--- src/rtl/lpwd_pkg.sv ---
// shared types and constants of the length-prefixed word deframer
package lpwd_pkg;

  // deframer phase codes
  localparam logic [1:0] PH_LENGTH = 2'd0;
  localparam logic [1:0] PH_PREFIX = 2'd1;
  localparam logic [1:0] PH_WORD   = 2'd2;
  localparam logic [1:0] PH_FAILED = 2'd3;

  // result kinds
  localparam logic [1:0] KIND_DATA  = 2'd0;
  localparam logic [1:0] KIND_END   = 2'd1;
  localparam logic [1:0] KIND_ERROR = 2'd2;

  // prefix byte patterns
  localparam logic [7:0] SHORT_MASK = 8'h80;
  localparam logic [7:0] PFX1_MASK  = 8'hC0;
  localparam logic [7:0] PFX1_CODE  = 8'h80;
  localparam logic [7:0] PFX2_MASK  = 8'hE0;
  localparam logic [7:0] PFX2_CODE  = 8'hC0;
  localparam logic [7:0] PFX3_MASK  = 8'hF0;
  localparam logic [7:0] PFX3_CODE  = 8'hE0;
  localparam logic [7:0] PFX4_CODE  = 8'hF0;

  localparam int unsigned LEN_W = 32;

  // one result word
  typedef struct packed {
    logic [1:0] kind;
    logic [7:0] data;
    logic       last;
  } res_t;

endpackage

--- src/rtl/lpwd_fsm.sv ---
// length prefix decoder and word byte counter
module lpwd_fsm (
  input  logic          clk_i,
  input  logic          rst_ni,
  input  logic          step_i,
  input  logic [7:0]    byte_i,
  output logic          res_valid_o,
  output lpwd_pkg::res_t res_o
);
  import lpwd_pkg::*;

  logic [1:0]       phase_q, phase_d;
  logic [2:0]       pfx_left_q, pfx_left_d;
  logic [LEN_W-1:0] len_acc_q, len_acc_d;
  logic [LEN_W-1:0] word_left_q, word_left_d;
  logic [LEN_W-1:0] len_shift;
  logic [2:0]       pfx_dec;
  logic             is_last;

  assign len_shift = {len_acc_q[LEN_W-9:0], byte_i};
  assign pfx_dec   = (pfx_left_q != 3'd0) ? pfx_left_q - 3'd1 : 3'd0;
  assign is_last   = (word_left_q <= LEN_W'(1));

  // next state and result decode for one byte
  always_comb begin
    phase_d     = phase_q;
    pfx_left_d  = pfx_left_q;
    len_acc_d   = len_acc_q;
    word_left_d = word_left_q;
    res_valid_o = 1'b0;
    res_o       = '{kind: KIND_DATA, data: 8'h00, last: 1'b0};
    case (phase_q)
      PH_LENGTH: begin
        if (byte_i == 8'h00) begin
          res_valid_o = 1'b1;
          res_o.kind  = KIND_END;
        end else if ((byte_i & SHORT_MASK) == 8'h00) begin
          phase_d     = PH_WORD;
          word_left_d = LEN_W'(byte_i);
        end else if ((byte_i & PFX1_MASK) == PFX1_CODE) begin
          phase_d    = PH_PREFIX;
          len_acc_d  = LEN_W'(byte_i[5:0]);
          pfx_left_d = 3'd1;
        end else if ((byte_i & PFX2_MASK) == PFX2_CODE) begin
          phase_d    = PH_PREFIX;
          len_acc_d  = LEN_W'(byte_i[4:0]);
          pfx_left_d = 3'd2;
        end else if ((byte_i & PFX3_MASK) == PFX3_CODE) begin
          phase_d    = PH_PREFIX;
          len_acc_d  = LEN_W'(byte_i[3:0]);
          pfx_left_d = 3'd3;
        end else if (byte_i == PFX4_CODE) begin
          phase_d    = PH_PREFIX;
          len_acc_d  = '0;
          pfx_left_d = 3'd4;
        end else begin
          phase_d     = PH_FAILED;
          res_valid_o = 1'b1;
          res_o.kind  = KIND_ERROR;
        end
      end
      PH_PREFIX: begin
        len_acc_d  = len_shift;
        pfx_left_d = pfx_dec;
        if (pfx_dec == 3'd0) begin
          // empty word gives no result
          if (len_shift == '0) begin
            phase_d     = PH_LENGTH;
            word_left_d = '0;
          end else begin
            phase_d     = PH_WORD;
            word_left_d = len_shift;
          end
        end
      end
      PH_WORD: begin
        res_valid_o = 1'b1;
        res_o.kind  = KIND_DATA;
        res_o.data  = byte_i;
        res_o.last  = is_last;
        if (is_last) begin
          word_left_d = '0;
          phase_d     = PH_LENGTH;
        end else begin
          word_left_d = word_left_q - LEN_W'(1);
        end
      end
      default: begin
        phase_d = PH_FAILED;
      end
    endcase
  end

  // state registers, updated once per byte taken
  always_ff @(posedge clk_i or negedge rst_ni) begin
    if (!rst_ni) begin
      phase_q     <= PH_LENGTH;
      pfx_left_q  <= 3'd0;
      len_acc_q   <= '0;
      word_left_q <= '0;
    end else if (step_i) begin
      phase_q     <= phase_d;
      pfx_left_q  <= pfx_left_d;
      len_acc_q   <= len_acc_d;
      word_left_q <= word_left_d;
    end
  end

`ifndef NO_ASSERTIONS
  a_failed_sticky: assert property (@(posedge clk_i) disable iff (!rst_ni)
    (phase_q == PH_FAILED) |=> (phase_q == PH_FAILED))
    else $error("failed phase was left");
  a_prefix_count: assert property (@(posedge clk_i) disable iff (!rst_ni)
    (phase_q == PH_PREFIX) |-> (pfx_left_q != 3'd0))
    else $error("prefix phase with no length bytes due");
  a_word_count: assert property (@(posedge clk_i) disable iff (!rst_ni)
    (phase_q == PH_WORD) |-> (word_left_q != '0))
    else $error("word phase with no word bytes due");
  a_no_res_failed: assert property (@(posedge clk_i) disable iff (!rst_ni)
    (phase_q == PH_FAILED) |-> !res_valid_o)
    else $error("result raised after framing error");
`endif

endmodule

--- src/rtl/lpwd_out_buf.sv ---
// two-entry result buffer in front of the output channel
module lpwd_out_buf (
  input  logic           clk_i,
  input  logic           rst_ni,
  input  logic           push_i,
  input  lpwd_pkg::res_t res_i,
  output logic           space_o,
  output logic           out_valid_o,
  input  logic           out_ready_i,
  output lpwd_pkg::res_t res_o
);
  import lpwd_pkg::*;

  logic [1:0] count_q, count_d;
  res_t       slot0_q, slot0_d;
  res_t       slot1_q, slot1_d;
  logic       pop;

  assign pop         = out_valid_o && out_ready_i;
  assign out_valid_o = (count_q != 2'd0);
  assign space_o     = (count_q != 2'd2);
  assign res_o       = slot0_q;

  // slot and count update
  always_comb begin
    count_d = count_q;
    slot0_d = slot0_q;
    slot1_d = slot1_q;
    case (count_q)
      2'd0: begin
        if (push_i) begin
          slot0_d = res_i;
          count_d = 2'd1;
        end
      end
      2'd1: begin
        if (push_i && pop) begin
          slot0_d = res_i;
        end else if (push_i) begin
          slot1_d = res_i;
          count_d = 2'd2;
        end else if (pop) begin
          count_d = 2'd0;
        end
      end
      2'd2: begin
        if (pop) begin
          slot0_d = slot1_q;
          count_d = 2'd1;
        end
      end
      default: begin
        count_d = 2'd0;
      end
    endcase
  end

  // fill count
  always_ff @(posedge clk_i or negedge rst_ni) begin
    if (!rst_ni) begin
      count_q <= 2'd0;
    end else begin
      count_q <= count_d;
    end
  end

  // payload slots
  always_ff @(posedge clk_i) begin
    slot0_q <= slot0_d;
    slot1_q <= slot1_d;
  end

endmodule

--- src/rtl/length_prefixed_word_deframer_unit.sv ---
// top level of the length-prefixed word deframer
// Usage:
//   Input channel: stream_byte_i with in_valid_i / in_ready_o carries one raw
//   received byte per transfer. Output channel: result_kind_o, word_byte_o and
//   word_end_o with out_valid_o / out_ready_i carry zero or one result per
//   input byte (data byte, end of sentence, or framing error).
//   A byte is taken into an input register, decoded against the prefix state
//   straight from that register, and its result is written into a two-entry
//   output buffer, from which it is offered; decoding waits while the buffer is
//   full. Throughput is one byte per cycle while the buffer has space: the
//   state update is a single pass of short logic, and the output buffer lets
//   input flow while a result waits.
//   Bytes that carry only length information give no result.
//   When the receiver stalls, the buffer fills and in_ready_o drops once it
//   holds two results and a third byte sits in the input register.
//   After a framing error every later byte is taken and dropped until reset.
//   Reset (rst_ni low, asynchronous) empties the input register and output
//   buffer and returns the decoder to waiting for a first length byte.
module length_prefixed_word_deframer_unit (
  input  logic       clk_i,
  input  logic       rst_ni,
  input  logic       in_valid_i,
  output logic       in_ready_o,
  input  logic [7:0] stream_byte_i,
  output logic       out_valid_o,
  input  logic       out_ready_i,
  output logic [1:0] result_kind_o,
  output logic [7:0] word_byte_o,
  output logic       word_end_o
);
  import lpwd_pkg::*;

  logic       in_vld_q;
  logic [7:0] in_byte_q;
  logic       space;
  logic       step;
  logic       res_valid;
  res_t       res;
  res_t       out_res;

  assign step       = in_vld_q && space;
  assign in_ready_o = !in_vld_q || space;

  // input register
  always_ff @(posedge clk_i or negedge rst_ni) begin
    if (!rst_ni) begin
      in_vld_q <= 1'b0;
    end else if (in_ready_o) begin
      in_vld_q <= in_valid_i;
    end
  end

  always_ff @(posedge clk_i) begin
    if (in_ready_o && in_valid_i) begin
      in_byte_q <= stream_byte_i;
    end
  end

  // prefix decoder and word counter
  lpwd_fsm u_fsm (
    .clk_i       (clk_i),
    .rst_ni      (rst_ni),
    .step_i      (step),
    .byte_i      (in_byte_q),
    .res_valid_o (res_valid),
    .res_o       (res)
  );

  // result buffer
  lpwd_out_buf u_out_buf (
    .clk_i       (clk_i),
    .rst_ni      (rst_ni),
    .push_i      (step && res_valid),
    .res_i       (res),
    .space_o     (space),
    .out_valid_o (out_valid_o),
    .out_ready_i (out_ready_i),
    .res_o       (out_res)
  );

  assign result_kind_o = out_res.kind;
  assign word_byte_o   = out_res.data;
  assign word_end_o    = out_res.last;

endmodule
--- config.mk ---
export PLATFORM = sky130hd
export DESIGN_NAME = length_prefixed_word_deframer_unit
export DESIGN_NICKNAME = d
export VERILOG_FILES = /design/src/rtl/lpwd_pkg.sv /design/src/rtl/lpwd_fsm.sv /design/src/rtl/lpwd_out_buf.sv /design/src/rtl/length_prefixed_word_deframer_unit.sv
export SDC_FILE = /design/constraint.sdc
export NUM_CORES = 1
export LEC_CHECK = 0
export ABC_AREA = 1
export BUFFER_PORTS_ARGS = -buffer_cell sky130_fd_sc_hd__buf_2
export CORE_ASPECT_RATIO = 1.4
export CORE_MARGIN = 2
export CORE_UTILIZATION = 53
export DETAILED_ROUTE_END_ITERATION = 10
export PLACE_DENSITY = 0.7
export SETUP_SLACK_MARGIN = 0.02
export SYNTH_ARGS = -nofsm -noshare
export SYNTH_HDL_FRONTEND = slang
export SYNTH_HIERARCHICAL = 1
export SYNTH_SLANG_ARGS = --single-unit
--- constraint.sdc ---
create_clock -name clk_i -period 5.6 [get_ports clk_i]
set_input_delay 0.56 -clock clk_i [delete_from_list [all_inputs] [get_ports clk_i]]
set_output_delay 0.56 -clock clk_i [all_outputs]
set_load 0.01 [all_outputs]
# --- Word-level counts from Yosys, hierarchy flattened ---
# Index checks and enable logic that the tools add are counted.
word_totals:
  register_bits: 94
  input_bits: 12
  out_inout_bits: 13
  wordCells: 117
classes:
  addsub: 2
  order_cmp: 1
  eq_ne: 20
  n_mux: 56
  bitwise: 1
  n_reduce_logical: 24
op_table:
  columns: ["operator", "count"]
  rows:
  - ["$mux 32", 5]
  - ["$mux 24", 6]
  - ["$pmux 32 s3", 1]
  - ["$pmux 24 s2", 1]
  - ["$mux 2", 21]
  - ["$mux 11", 3]
  - ["$pmux 11 s3", 1]
  - ["$le 32x1->1 const B", 1]
  - ["$logic_not 32->1", 1]
  - ["$sub 32x1->32 const B", 1]
  - ["$mux 3", 7]
  - ["$logic_not 8->1", 2]
  - ["$ne 2x1->1 const B", 6]
  - ["$pmux 2 s3", 2]
  - ["$reduce_and 4->1", 3]
  - ["$reduce_and 5->1", 2]
  - ["$mux 9", 1]
  - ["$reduce_bool 3->1", 3]
  - ["$eq 8x8->1 const B", 1]
  - ["$ne 2x2->1 const B", 4]
  - ["$eq 2x2->1 const B", 3]
  - ["$mux 1", 6]
  - ["$pmux 3 s2", 1]
  - ["$logic_and 1x1->1", 5]
  - ["14 further kinds", 17]

# --- Longest topological paths before layout ---
# Gate-level depths: netlist of the first run.
logic_depth:
  ltp_word: 12
  depth_mapped: 14
  mapped_depth_nobuf: 13

# --- By module ---
# Netlist of the first run, hierarchy kept.
by_module_without_submodules:
  columns: ["mod", "n_inst", "cells_per_inst", "area_per_inst_um2", "seq_area_each_um2"]
  rows:
  - ["lpwd_fsm", 1, 613, 4060.1, 1526.5]
  - ["lpwd_out_buf", 1, 84, 957.2, 710.7]
  - ["length_prefixed_word_deframer_unit", 1, 18, 302.8, 265.3]

# --- Worst setup path after synthesis of the first run ---
# Ideal clock, no wire load.
synth_timing:
  path_type: "register to register"
  start: "register u_fsm.phase_q[0]"
  end: "register u_out_buf.slot0_q (netlist bit u_out_buf/res_o[0]) (enable)"
  setup_ns: 0.345
  arrival_ns: 1.701
  required_time_ns: 5.255
  setup_slack_ns: 3.554
  path_stages_with_launch: 12
  path_buffers: 1
  period_less_slack_ns: 2.046
  cell_sequence: "dfrtp_1 -> inv_1 -> ha_1 -> clkbuf_1 -> inv_1 -> nand3b_1 -> inv_1 -> nor2_2 -> inv_1 -> nor2_1 -> nand2_1 -> nand2_1"
synth_between:
  elab_chain_cells: 6
  elab_cells_between_ends: 8
  classes_between: "3 x eq/ne; 1 x mux; 4 x reduce/logical"
synth_lines:
  columns: ["element", "line_no", "rtl"]
  rows:
  - ["from (decl)", "lpwd_fsm.sv:12", "logic [1:0] phase_q, phase_d;"]
  - ["from (signal assigned)", "lpwd_fsm.sv:102", "phase_q <= phase_d;"]
  - ["$eq 2x2->1 / $logic_not 2->1 (equally long branches)", "lpwd_fsm.sv:32", "case (phase_q)"]
  - ["$pmux 1 s2 *", "lpwd_fsm.sv:32", null]
  - ["named net res_valid", "length_prefixed_word_deframer_unit.sv:37", "logic res_valid;"]
  - ["$logic_and 1x1->1 *", "length_prefixed_word_deframer_unit.sv:73", ".push_i (step && res_valid),"]
  - ["$logic_and 1x1->1", "lpwd_out_buf.sv:37", "if (push_i && pop) begin"]
  - ["$ne 2x1->1 (no line)", null, null]
  - ["$reduce_and 4->1 (no line) *", null, null]
  - ["to (signal assigned)", "lpwd_out_buf.sv:69", "slot0_q <= slot0_d;"]
  - ["to (decl)", "lpwd_out_buf.sv:15", "res_t slot0_q, slot0_d;"]
# Mark *: on every way through the listed nets, which the timed path passes. The rest lies on a longest branch.
# A chain may end at the register's enable or synchronous reset.

# --- Final worst setup path of the first run ---
layout_timing:
  start: "register u_fsm.phase_q[1]"
  end: "register u_fsm.pfx_left_q[0]"
layout_between:
  elab_chain_cells: 3
  elab_cells_between_ends: 8
  classes_between: "4 x eq/ne; 1 x mux; 3 x reduce/logical"
layout_lines:
  columns: ["element", "line_no", "rtl"]
  rows:
  - ["$logic_not 2->1 / $eq 2x1->1 (equally long branches)", "lpwd_fsm.sv:32", null]
  - ["$ne 5x1->1 (no line) (tied with other cells)", null, null]
  - ["$reduce_and 5->1 (no line)", null, null]
  - ["to (signal assigned)", "lpwd_fsm.sv:103", "pfx_left_q <= pfx_left_d;"]
  - ["to (decl)", "lpwd_fsm.sv:13", "logic [2:0] pfx_left_q, pfx_left_d;"]
# Several ways; a longest one is shown, not always the timed one.

==> metrics.cfg, run 1 <==
[logic_synthesis]
synth.area.top_cells = dfrtp_1 (30%), nand2_1 (19%), edfxtp_1 (17%)
synth_cell_types = 31
yosys_warnings = 6
yosys.area.top_type = dfrtp_1
syn_avg_cell_area_sq_um = 7.44
seq_area_frac_synth_pct = 47.0
synthesis.instances = 715
syn_nets = 735
ys_ff_latch = 94
yosys.area.top_type_share_pct = 30.1
syn-cell-area_sq_um = 5320

[die]
die-area_sq_um = 10900
fp.dieW_um = 88.7
die_h_um = 123
initial_core_util_pct = 54.0
io_pins = 25
coreArea_sq_um = 9850
num_rows = 43

[timing]
fin_hold_ws_ns = 0.386
fin_skew_ns = 0.00564
timing.fmax_ghz = 0.337
worst_slew_pin_slew_ns = 1.14
drv_slew = 0
max_slew_margin_pct = 23.7
setup_tns_ns = 0
hold_viol = 0
period_share_pct = 52.9
rsz0062_at_grt = no
fin_crit_ns = 2.96
setup_viol = 0

[place]
hpwlAfterDp_um = 9360
place.gp.congestion = 0.897
place_inst = 856
port_buffers = 24
dpl-instance-area_sq_um = 5490

[clock_network]
insertion_delay_ns = 0.35
cts_root_buf = clkbuf_16
path_clk_slew_ns = 0.07
htree_levels = 3
numCtsBuffers = 9
clkSinkCount = 94
clockBufferDepth = 2
cts_tree = built
post_cts_resized = 0
hold_buffers = 0
postCtsSetupBuffers = 0

[layout]
fin_cells = 872
final_nets = 752
num-fill-cells = 929
area_growth_pct = 8.51
n_antenna_cell = 0
drive_above_1_share_pct = 8.41
design_area_sq_um = 5770
final_common_cell = nand2_1
final_cell_mix = nand2_1 (271), nor2_1 (83), inv_1 (78)
multi_input_area_sq_um = 2380
seq_area_sq_um = 2500

[setup_path]
crit_start = u_fsm/phase_q[1]
worstSetupStartpointType = flip-flop
required_ns = 5.87
r2r-start = u_fsm/phase_q[1]
criticalPathCategory = reg2reg
crit_fanout = 37
crit_path_end_kind = flip-flop
arrival_ns = 3.23

[drt]
route.vias.total = 4683
vias_per_cell = 5.37
wl_per_cell_um = 14.9
ant_nets = 0
drt_iter0_markers = 393
drt_wl_total_um = 13000
drc = 0
drt_first_pass_iters = 5

[grt]
track_usage_pct = 25.2
antenna_found_initial = 0
grt_pass1_wl_um = 20600
grt-ovfl-total = 0
grt_pass1_vias = 4285
grt_start_max_net_pins = 65

[pwr]
p_clk_share_pct = 20.6
p_int_mw = 1.55
power.density_nw_per_um2 = 489
swShare_pct = 45.2
pwr-share-seq_pct = 35.0
ir_worst_vdd_mv = 0.296
p_switching_mw = 1.28
power_mw = 2.83
power_leakage_nw = 3.07
comb_power_share_pct = 44.4

[job]
maxCapViolations = 0

[status]
status = finished clean

[hold_path]
hold_start = stream_byte_i[6]
hp-class = in2reg

critical path, cell delays in order, from the launching register on:
cell	delay [ns]
dfrtp_1	0.40
inv_1	0.10
ha_1	0.92
inv_1	0.21
o21ai_1	0.22
nand2_2	0.35
inv_2	0.39
o221ai_1	0.17
o21ai_1	0.11
power by group through the flow:
stage	clock [mW]	sequential, mW	combinational [mW]
floorplan	0	0.975	0.973
global placement	0	0.993	1.20
detailed placement	0	0.997	1.22
CTS	0.597	0.985	1.24
global route	0.624	1.00	1.41
finish	0.583	0.988	1.25
layout make-up:
class                           instances  area share (%)
Clock buffer                            9            3.90
Inverter                               82            5.33
Timing Repair Buffer                   26            2.34
Clock inverter                          7           0.975
Tap cell                              135            2.93
Sequential cell                        94            43.3
Multi-Input combinational cell        519            41.2
per-layer routing:
| layer | global-route usage (%) | wire (um) | up-vias | share of wire, % |
|---|---|---|---|---|
| met5 | 0 | 0 | - | 0 |
| met2 | 40.0 | 6280 | 168 | 48 |
| met1 | 32.3 | 5430 | 2192 | 42 |
| met3 | 2.49 | 507 | 44 | 3.9 |
| li1 | - | - | 2279 | - |
| met4 | 17.0 | 788 | 0 | 6.1 |
flip-flops by register name (all words and copies together), names as in the netlist:
name,cells
in_byte_q,8
in_vld_q,1
u_fsm/len_acc_q,24
u_fsm/pfx_left_q,3
u_fsm/phase_q,2
u_fsm/word_left_q,32
u_out_buf/count_q,2
u_out_buf/res_o,11
u_out_buf/slot1_q,11
path summary, 6_finish.rpt:
path	to	slack, ns	cells past startpoint
min in group asynchronous	u_fsm/len_acc_q[15]	0.40	2
max in group asynchronous	u_fsm/word_left_q[12]	4.67	2
worst max-delay path	u_fsm/pfx_left_q[0]	2.64	8
worst min-delay path	in_byte_q[6]	0.39	1
worst min register to register	u_fsm/word_left_q[1]	0.50	2
worst max register to register	u_fsm/pfx_left_q[0]	2.64	8
cells in the mapped netlist, drive strengths merged:
cell / count
xnor2: 3
o21ai: 46
nor2: 91
ha: 8
nor3: 1
clkbuf: 4
nand4: 12
a31oi: 1
nand2: 277
xor2: 15
inv: 82
buf: 16
o221ai: 1
o31ai: 2
edfxtp: 30
dfrtp: 64
nand3b: 1
o21bai: 4
nand3: 49
a21oi: 7
a21boi: 1
through the flow:
| step | worst slack, ns | util (%) |
|---|---|---|
| after CTS | 2.69 | 58.6 |
| after global routing | 2.29 | 58.6 |
| final | 2.64 | 58.6 |
| after detailed placement | 2.70 | 55.8 |
| after global placement | 2.88 | 55.8 |
| after floorplan | 3.55 | - |
cell families after synthesis:
kind of cell,share of synthesized area (%)
adders and majority gates,1.88
DFF,47.0
AOI/OAI and AO/OA,6.40
and+or+nand+nor,33.4
buffers and inverters,8.28
xor gates and xnor gates,2.96
No activity file was read; power rests on OpenSTA's default activity.
==> run 2, diff against run 1 <==
==> constraint.sdc (replaced) <==
create_clock -name clk_i -period 2.75 [get_ports clk_i]
set_input_delay 0.275 -clock clk_i [delete_from_list [all_inputs] [get_ports clk_i]]
set_output_delay 0.275 -clock clk_i [all_outputs]
set_load 0.01 [all_outputs]
==> run 2 against run 1 <==
Global-route usage is 0.28 points higher; power grew 110%; sequential share of layout area decreased by 0.51 points; setup slack lost 2.4 ns; critical endpoint is now u_out_buf/res_o[7]; largest power group unchanged; highest routed layer unchanged.
==> metrics.cfg, run 2 (synthesis results as in run 1) <==
[timing]
rsz0062_at_grt = no
drv_slew = 0  ; unchanged
timing.fmax_ghz = 0.406  ; +20%
fin_skew_ns = 0.00518  ; -0.000457 ns
worst_slew_pin_slew_ns = 0.719  ; -0.426 ns
setup_viol = 0  ; unchanged
setup_tns_ns = 0  ; unchanged
max_slew_margin_pct = 52.1  ; +28 points
fin_crit_ns = 2.46  ; -0.499 ns
setup_ws_ns = 0.285  ; -2.35 ns
hold_viol = 0  ; unchanged
fin_hold_ws_ns = 0.107  ; -0.280 ns
period_share_pct = 89.6  ; +37 points

[clock_network]
insertion_delay_ns = 0.34  ; about the same
cts_tree = built
cts_root_buf = clkbuf_16
postCtsSetupBuffers = 0  ; unchanged
numCtsBuffers = 9  ; unchanged
clockBufferDepth = 2  ; unchanged
post_cts_resized = 0  ; unchanged
path_clk_slew_ns = 0.07  ; about the same
htree_levels = 3  ; unchanged
clkSinkCount = 94  ; unchanged

[setup_path]
required_ns = 2.74  ; -3.13 ns
reg2reg_setup_slack_ns = 0.29  ; -2.35 ns
r2r-start = in_byte_q[7]
crit_chain = nor2_2 -> nand3_2 -> nor2_2 -> nand2_2 -> nand3b_1 -> inv_1 -> nor2_2 -> inv_1 -> nor2_1 -> nand2_1 -> nand2_1
worstSetupStartpointType = flip-flop
critical_path.slowest_cell = edfxtp_1
worst_r2r_path_depth = 11  ; +3
crit_fanout = 11  ; -70%
criticalPathCategory = reg2reg
cp_slowest_stage_delay_ns = 0.58  ; -0.34 ns
arrival_ns = 2.45  ; -0.78 ns
critPathMostFrequentCell = nor2_2
r2r_end = u_out_buf/res_o[7]
crit_path_end_kind = flip-flop

[pwr]
power_mw = 5.83  ; +110%
pwr-share-seq_pct = 34.6  ; -0.4 points
swShare_pct = 44.8  ; -0.46 points
power.density_nw_per_um2 = 997  ; +100%
p_clk_share_pct = 20.6  ; about the same
ir_worst_vdd_mv = 0.757  ; +160%
p_switching_mw = 2.61  ; +100%
p_int_mw = 3.22  ; +110%
comb_power_share_pct = 44.9  ; +0.5 points
power_leakage_nw = 3.11  ; +1.5%

[layout]
fin_cells = 878  ; +0.69%
n_antenna_cell = 0  ; unchanged
final_nets = 758  ; +0.80%
post-route-util_pct = 59.3  ; +0.70 points
area_growth_pct = 9.81
final_cell_mix = nand2_1 (271), nor2_1 (83), inv_1 (78)
largestRegisters = u_fsm/word_left_q x32, u_fsm/len_acc_q x24
drive_above_1_share_pct = 9.15  ; +0.74 points
largest_reg_flops = 32  ; unchanged
design_area_sq_um = 5840  ; +1.2%
final_common_cell = nand2_1
largest-register = u_fsm/word_left_q

[die]
die-area_sq_um = 10900  ; unchanged
coreArea_sq_um = 9850  ; unchanged
io_pins = 25  ; unchanged
num_rows = 43  ; unchanged
initial_core_util_pct = 54.0  ; unchanged
die_h_um = 123  ; unchanged
fp.dieW_um = 88.7  ; unchanged

[drt]
drt_wl_total_um = 12900  ; -1.1%
vias_per_cell = 5.25  ; -2.2%
drt_iter0_markers = 404  ; +2.8%
ant_nets = 0  ; unchanged
wl_per_cell_um = 14.6  ; -1.8%
drc = 0  ; unchanged
route.vias.total = 4610  ; -1.6%
drt_first_pass_iters = 6  ; +1

[status]
status = finished clean

[grt]
grt_pass1_vias = 4326  ; +0.96%
antenna_found_initial = 0  ; unchanged
grt-ovfl-total = 0  ; unchanged
track_usage_pct = 25.5  ; +0.28 points
grt_start_max_net_pins = 62  ; -4.6%
grt_pass1_wl_um = 21000  ; +1.9%

[place]
dpl-instance-area_sq_um = 5540  ; +0.91%
port_buffers = 24  ; unchanged
hpwlAfterDp_um = 9760  ; +4.3%
place.gp.congestion = 1.03  ; +15%
place_inst = 861  ; +0.58%
dp_slack_ns = 0.326  ; -2.38 ns

[hold_path]
hp-class = in2reg
hold_start = stream_byte_i[5]
hold-path-endpoint = in_byte_q[5]
min_path_cells = 1  ; unchanged

[job]
maxCapViolations = 0  ; unchanged

run 2: cell types whose count changed in the layout (fill, tap and decap cells not counted), sizes merged:
cell and delta:
buf +5, clkinvlp -2, clkbuf +1, clkinv +1, dlygate4sd3 +1
run 2: area by class of cell:
cell class | count | area, sq um
clock buffer | 10 | 239
clock inverter | 6 | 51.3
fill | 927 | 4000
inverter | 82 | 308
multi-input combinational | 519 | 2380
sequential | 94 | 2500
tap | 135 | 169
timing repair buffer | 32 | 195
run 2: what timing repair did:
action	CTS	global route
setup endpoints to repair	0	0
hold buffers	1	0
endpoints found under the hold margin	3	0
run 2: routing by layer:
layer	routed length, um	share of wire (%)	GRT usage [%]
met1	5520	43	33.9
met2	6240	49	40.6
met3	653	5.1	4.57
met4	444	3.5	11.3
met5	0	0	0
run 2: critical path: cells and delay by family (launching register included):
family / cells / cell delay [ns]
buffers and inverters: 2 / 0.13
DFF: 1 / 0.58
and+or+nand+nor: 9 / 1.40
run 2: how the worst max path moves through the flow:
| stage | from | end | slack, ns | cells after the start |
|---|---|---|---|---|
| final | in_byte_q[7] | u_out_buf/res_o[7] | 0.29 | 11 |
| after global routing | in_byte_q[6] | u_out_buf/res_o[2] | 0.06 | 11 |
| after CTS | u_fsm/phase_q[0] | u_out_buf/res_o[7] | 0.30 | 11 |
| after detailed placement | u_fsm/phase_q[0] | u_out_buf/res_o[2] | 0.33 | 11 |
| after global placement | in_byte_q[7] | u_out_buf/res_o[1] | 0.44 | 11 |
| after floorplan | u_fsm/phase_q[0] | u_out_buf/res_o[0] | 0.70 | 11 |
run 2: power groups by stage:
stage	logic [mW]	registers (mW)	clock network [mW]
final	2.62	2.01	1.20
after global routing	2.95	2.05	1.29
after CTS	2.59	2.01	1.23
after detailed placement	2.57	2.03	0
after global placement	2.51	2.02	0
after floorplan	1.98	1.99	0
==> run 3, diff against run 2 <==
--- a/config.mk
+++ b/config.mk
@@ -5,13 +5,13 @@
 export SDC_FILE = /design/constraint.sdc
 export NUM_CORES = 1
 export LEC_CHECK = 0
-export ABC_AREA = 1
 export BUFFER_PORTS_ARGS = -buffer_cell sky130_fd_sc_hd__buf_2
 export CORE_ASPECT_RATIO = 1.4
 export CORE_MARGIN = 2
 export CORE_UTILIZATION = 53
+export CTS_BUF_LIST = sky130_fd_sc_hd__clkbuf_4
 export DETAILED_ROUTE_END_ITERATION = 10
-export PLACE_DENSITY = 0.7
+export PLACE_DENSITY = 0.71
 export SETUP_SLACK_MARGIN = 0.02
 export SYNTH_ARGS = -nofsm -noshare
 export SYNTH_HDL_FRONTEND = slang
==> run 3 against run 2 <==
Utilization rose by 3.1 points; clock power is 38% lower; first-iteration DRC count down 3.0%; largest power group unchanged; register-to-register slack got worse by 0.12 ns.
==> metrics.cfg, run 3 <==
[status]
status = finished clean

[logic_synthesis]
seq_area_frac_synth_pct = 51.1  ; +4.1 points
synth_cell_types = 65  ; +110%
synth_common_cells = nand2_1 (81), dfrtp_1 (64), o21ai_0 (52), edfxtp_1 (30)
syn_nets = 515  ; -30%
synthesis.instances = 495  ; -31%
syn_avg_cell_area_sq_um = 9.89  ; +33%
synth.most_common_cell = nand2_1
synth.area.top_cells = dfrtp_1 (33%), edfxtp_1 (18%), nand2_1 (6.2%)
syn-cell-area_sq_um = 4890  ; -8.0%
synth_edf_count = 30  ; unchanged
yosys.area.top_type = dfrtp_1
ys_ff_latch = 94  ; unchanged
yosys.area.top_type_share_pct = 32.7  ; +2.6 points
async_reset_ff_share_pct = 68.1  ; unchanged
synthFlopType = dfrtp_1
yosys_warnings = 6  ; unchanged

[layout]
design_area_sq_um = 5610  ; -4.0%
largest-register = u_fsm/word_left_q
final_cell_mix = nand2_1 (81), dfrtp_1 (64), o21ai_0 (51)
largest_reg_flops = 32  ; unchanged
seq_area_sq_um = 2500  ; unchanged
drive_above_1_share_pct = 19.3  ; +10 points
area_growth_pct = 14.5
post-route-util_pct = 62.4  ; +3.1 points
final_nets = 581  ; -23%
fin_cells = 673  ; -23%
num-fill-cells = 763  ; -18%
multi_input_area_sq_um = 2250  ; -5.4%
n_antenna_cell = 0  ; unchanged
final_common_cell = nand2_1
largestRegisters = u_fsm/word_left_q x32, u_fsm/len_acc_q x24

[drt]
route.vias.total = 4132  ; -10%
drc = 0  ; unchanged
wl_per_cell_um = 19.9  ; +36%
ant_nets = 0  ; unchanged
drt_wl_total_um = 13400  ; +4.0%
drt_first_pass_iters = 5  ; -1
vias_per_cell = 6.14  ; +17%
drt_iter0_markers = 392  ; -3.0%

[grt]
grt_pass1_wl_um = 21700  ; +3.0%
grt_pass1_vias = 4160  ; -3.8%
antenna_found_initial = 0  ; unchanged
track_usage_pct = 27.9  ; +2.4 points
grt_start_max_net_pins = 36  ; -42%
grt-ovfl-total = 0  ; unchanged

[die]
num_rows = 41  ; -4.7%
die-area_sq_um = 10000  ; -7.7%
coreArea_sq_um = 8980  ; -8.8%
fp.dieW_um = 85.2  ; -3.9%
die_h_um = 118  ; -3.9%
io_pins = 25  ; unchanged
initial_core_util_pct = 54.5  ; +0.49 points

[clock_network]
clkSinkCount = 94  ; unchanged
htree_levels = 3  ; unchanged
insertion_delay_ns = 0.47  ; +0.13 ns
numCtsBuffers = 9  ; unchanged
clockBufferDepth = 2  ; unchanged
cts_tree = built
cts_root_buf = clkbuf_4
path_clk_slew_ns = 0.15  ; +0.08 ns

[setup_path]
path_buf_inv = 2  ; unchanged
required_ns = 3.12  ; +0.38 ns
crit_path_end_kind = flip-flop
cp_slowest_stage_delay_ns = 0.58  ; about the same
critical_path.slowest_cell = a21oi_1
crit_fanout = 12  ; +1
worstSetupStartpointType = flip-flop
criticalPathCategory = reg2reg
arrival_ns = 2.96  ; +0.51 ns
crit_chain = inv_1 -> ha_1 -> nand2_1 -> a21oi_1 -> nor2_1 -> buf_4 -> o211ai_1
critical_path.top_delay_family = compound AO/OA/AOI/OAI gates

[timing]
drv_slew = 0  ; unchanged
setup_tns_ns = 0  ; unchanged
worst_slew_pin_slew_ns = 0.582  ; -0.137 ns
fin_crit_ns = 2.58  ; +0.120 ns
fin_skew_ns = 0.0187  ; +0.0136 ns
setup_viol = 0  ; unchanged
rsz0062_at_grt = no
timing.fmax_ghz = 0.387  ; -4.6%
hold_viol = 0  ; unchanged
max_slew_margin_pct = 61.2  ; +9.1 points
period_share_pct = 94.0  ; +4.4 points

[pwr]
power.density_nw_per_um2 = 989  ; -0.82%
power_mw = 5.55  ; -4.8%
ir_worst_vdd_mv = 0.551  ; -27%
power_leakage_nw = 2.39  ; -23%

[place]
place.gp.congestion = 0.962  ; -6.9%
dpl-instance-area_sq_um = 5380  ; -3.0%
hpwlAfterDp_um = 9880  ; +1.3%
place_inst = 648  ; -25%
port_buffers = 24  ; unchanged

[hold_path]
hp-class = in2reg

[job]
maxCapViolations = 0  ; unchanged

-- run 3: changes by cell type after synthesis, moves of 8 or more --
cell      delta
clkbuf_1    +10
a21oi_1      +8
nand2_1    -190
nor4_1      +17
nor3_1      +19
xor2_1      -14
o21ai_0     +20
mux2_2      +14
and2_1      +14
inv_1       -63
a221o_1     +10
nor2_1      -63
o21ai_1     -11
nand3_1     -34
-- run 3: worst paths after layout --
path | slack (ns) | endpoint | from | depth (start not counted)
worst max register to register | 0.17 | u_fsm/word_left_q[31] | u_fsm/phase_q[0] | 7
min in group asynchronous | 0.31 | u_fsm/len_acc_q[14] | rst_ni | 2
worst max-delay path | 0.17 | u_fsm/word_left_q[31] | u_fsm/phase_q[0] | 7
worst min register to register | 0.54 | u_fsm/len_acc_q[13] | u_fsm/len_acc_q[13] | 2
worst min-delay path | 0.02 | in_vld_q | in_valid_i | 2
max in group asynchronous | 1.67 | u_fsm/len_acc_q[4] | rst_ni | 3
-- run 3: timing repair --
action,in CTS,in global routing
setup endpoints to repair,0,1
gates resized for setup,0,1
buffers inserted,0,0
hold endpoints to repair,29,0
hold buffers,9,0
-- run 3: report_power, final --
group | switching (mW) | total, mW | internal, mW
Combinational | 1.60 | 2.65 | 1.04
Sequential | 0.355 | 2.15 | 1.79
Clock | 0.464 | 0.749 | 0.285
Total | 2.42 | 5.55 | 3.12
-- run 3: final cells by class --
cell class,count,area share [%]
Sequential cell,94,44.6
Multi-Input combinational cell,366,40.1
Timing Repair Buffer,75,9.37
Tap cell,107,2.39
Clock buffer,10,1.34
Clock inverter,6,1.12
Inverter,15,1.00
-- run 3: logic make-up after synthesis --
group / count (synthesis) / synth area share [%]
and+or+nand+nor: 215 / 23.3
AOI/OAI and AO/OA: 125 / 16.5
DFF: 94 / 51.1
buffers and inverters: 35 / 3.07
muxes: 16 / 3.63
adders and majority gates: 8 / 2.05
xor gates and xnor gates: 2 / 0.358
-- run 3: stage by stage --
step / hold WS, ns / setup WS [ns]
detailed placement: 0.307 / 0.272
CTS: 0.000800 / 0.242
global placement: 0.296 / 0.298
global route: 0.0205 / 0.0387
finish: 0.0194 / 0.165
floorplan: -0.0206 / 0.0939
-- run 3: per-layer routing --
metal	part of all wire, %	GRT usage (%)
met1	40	34.6
met2	52	47.5
met3	4.5	3.72
met4	3.5	13.4
met5	0	0
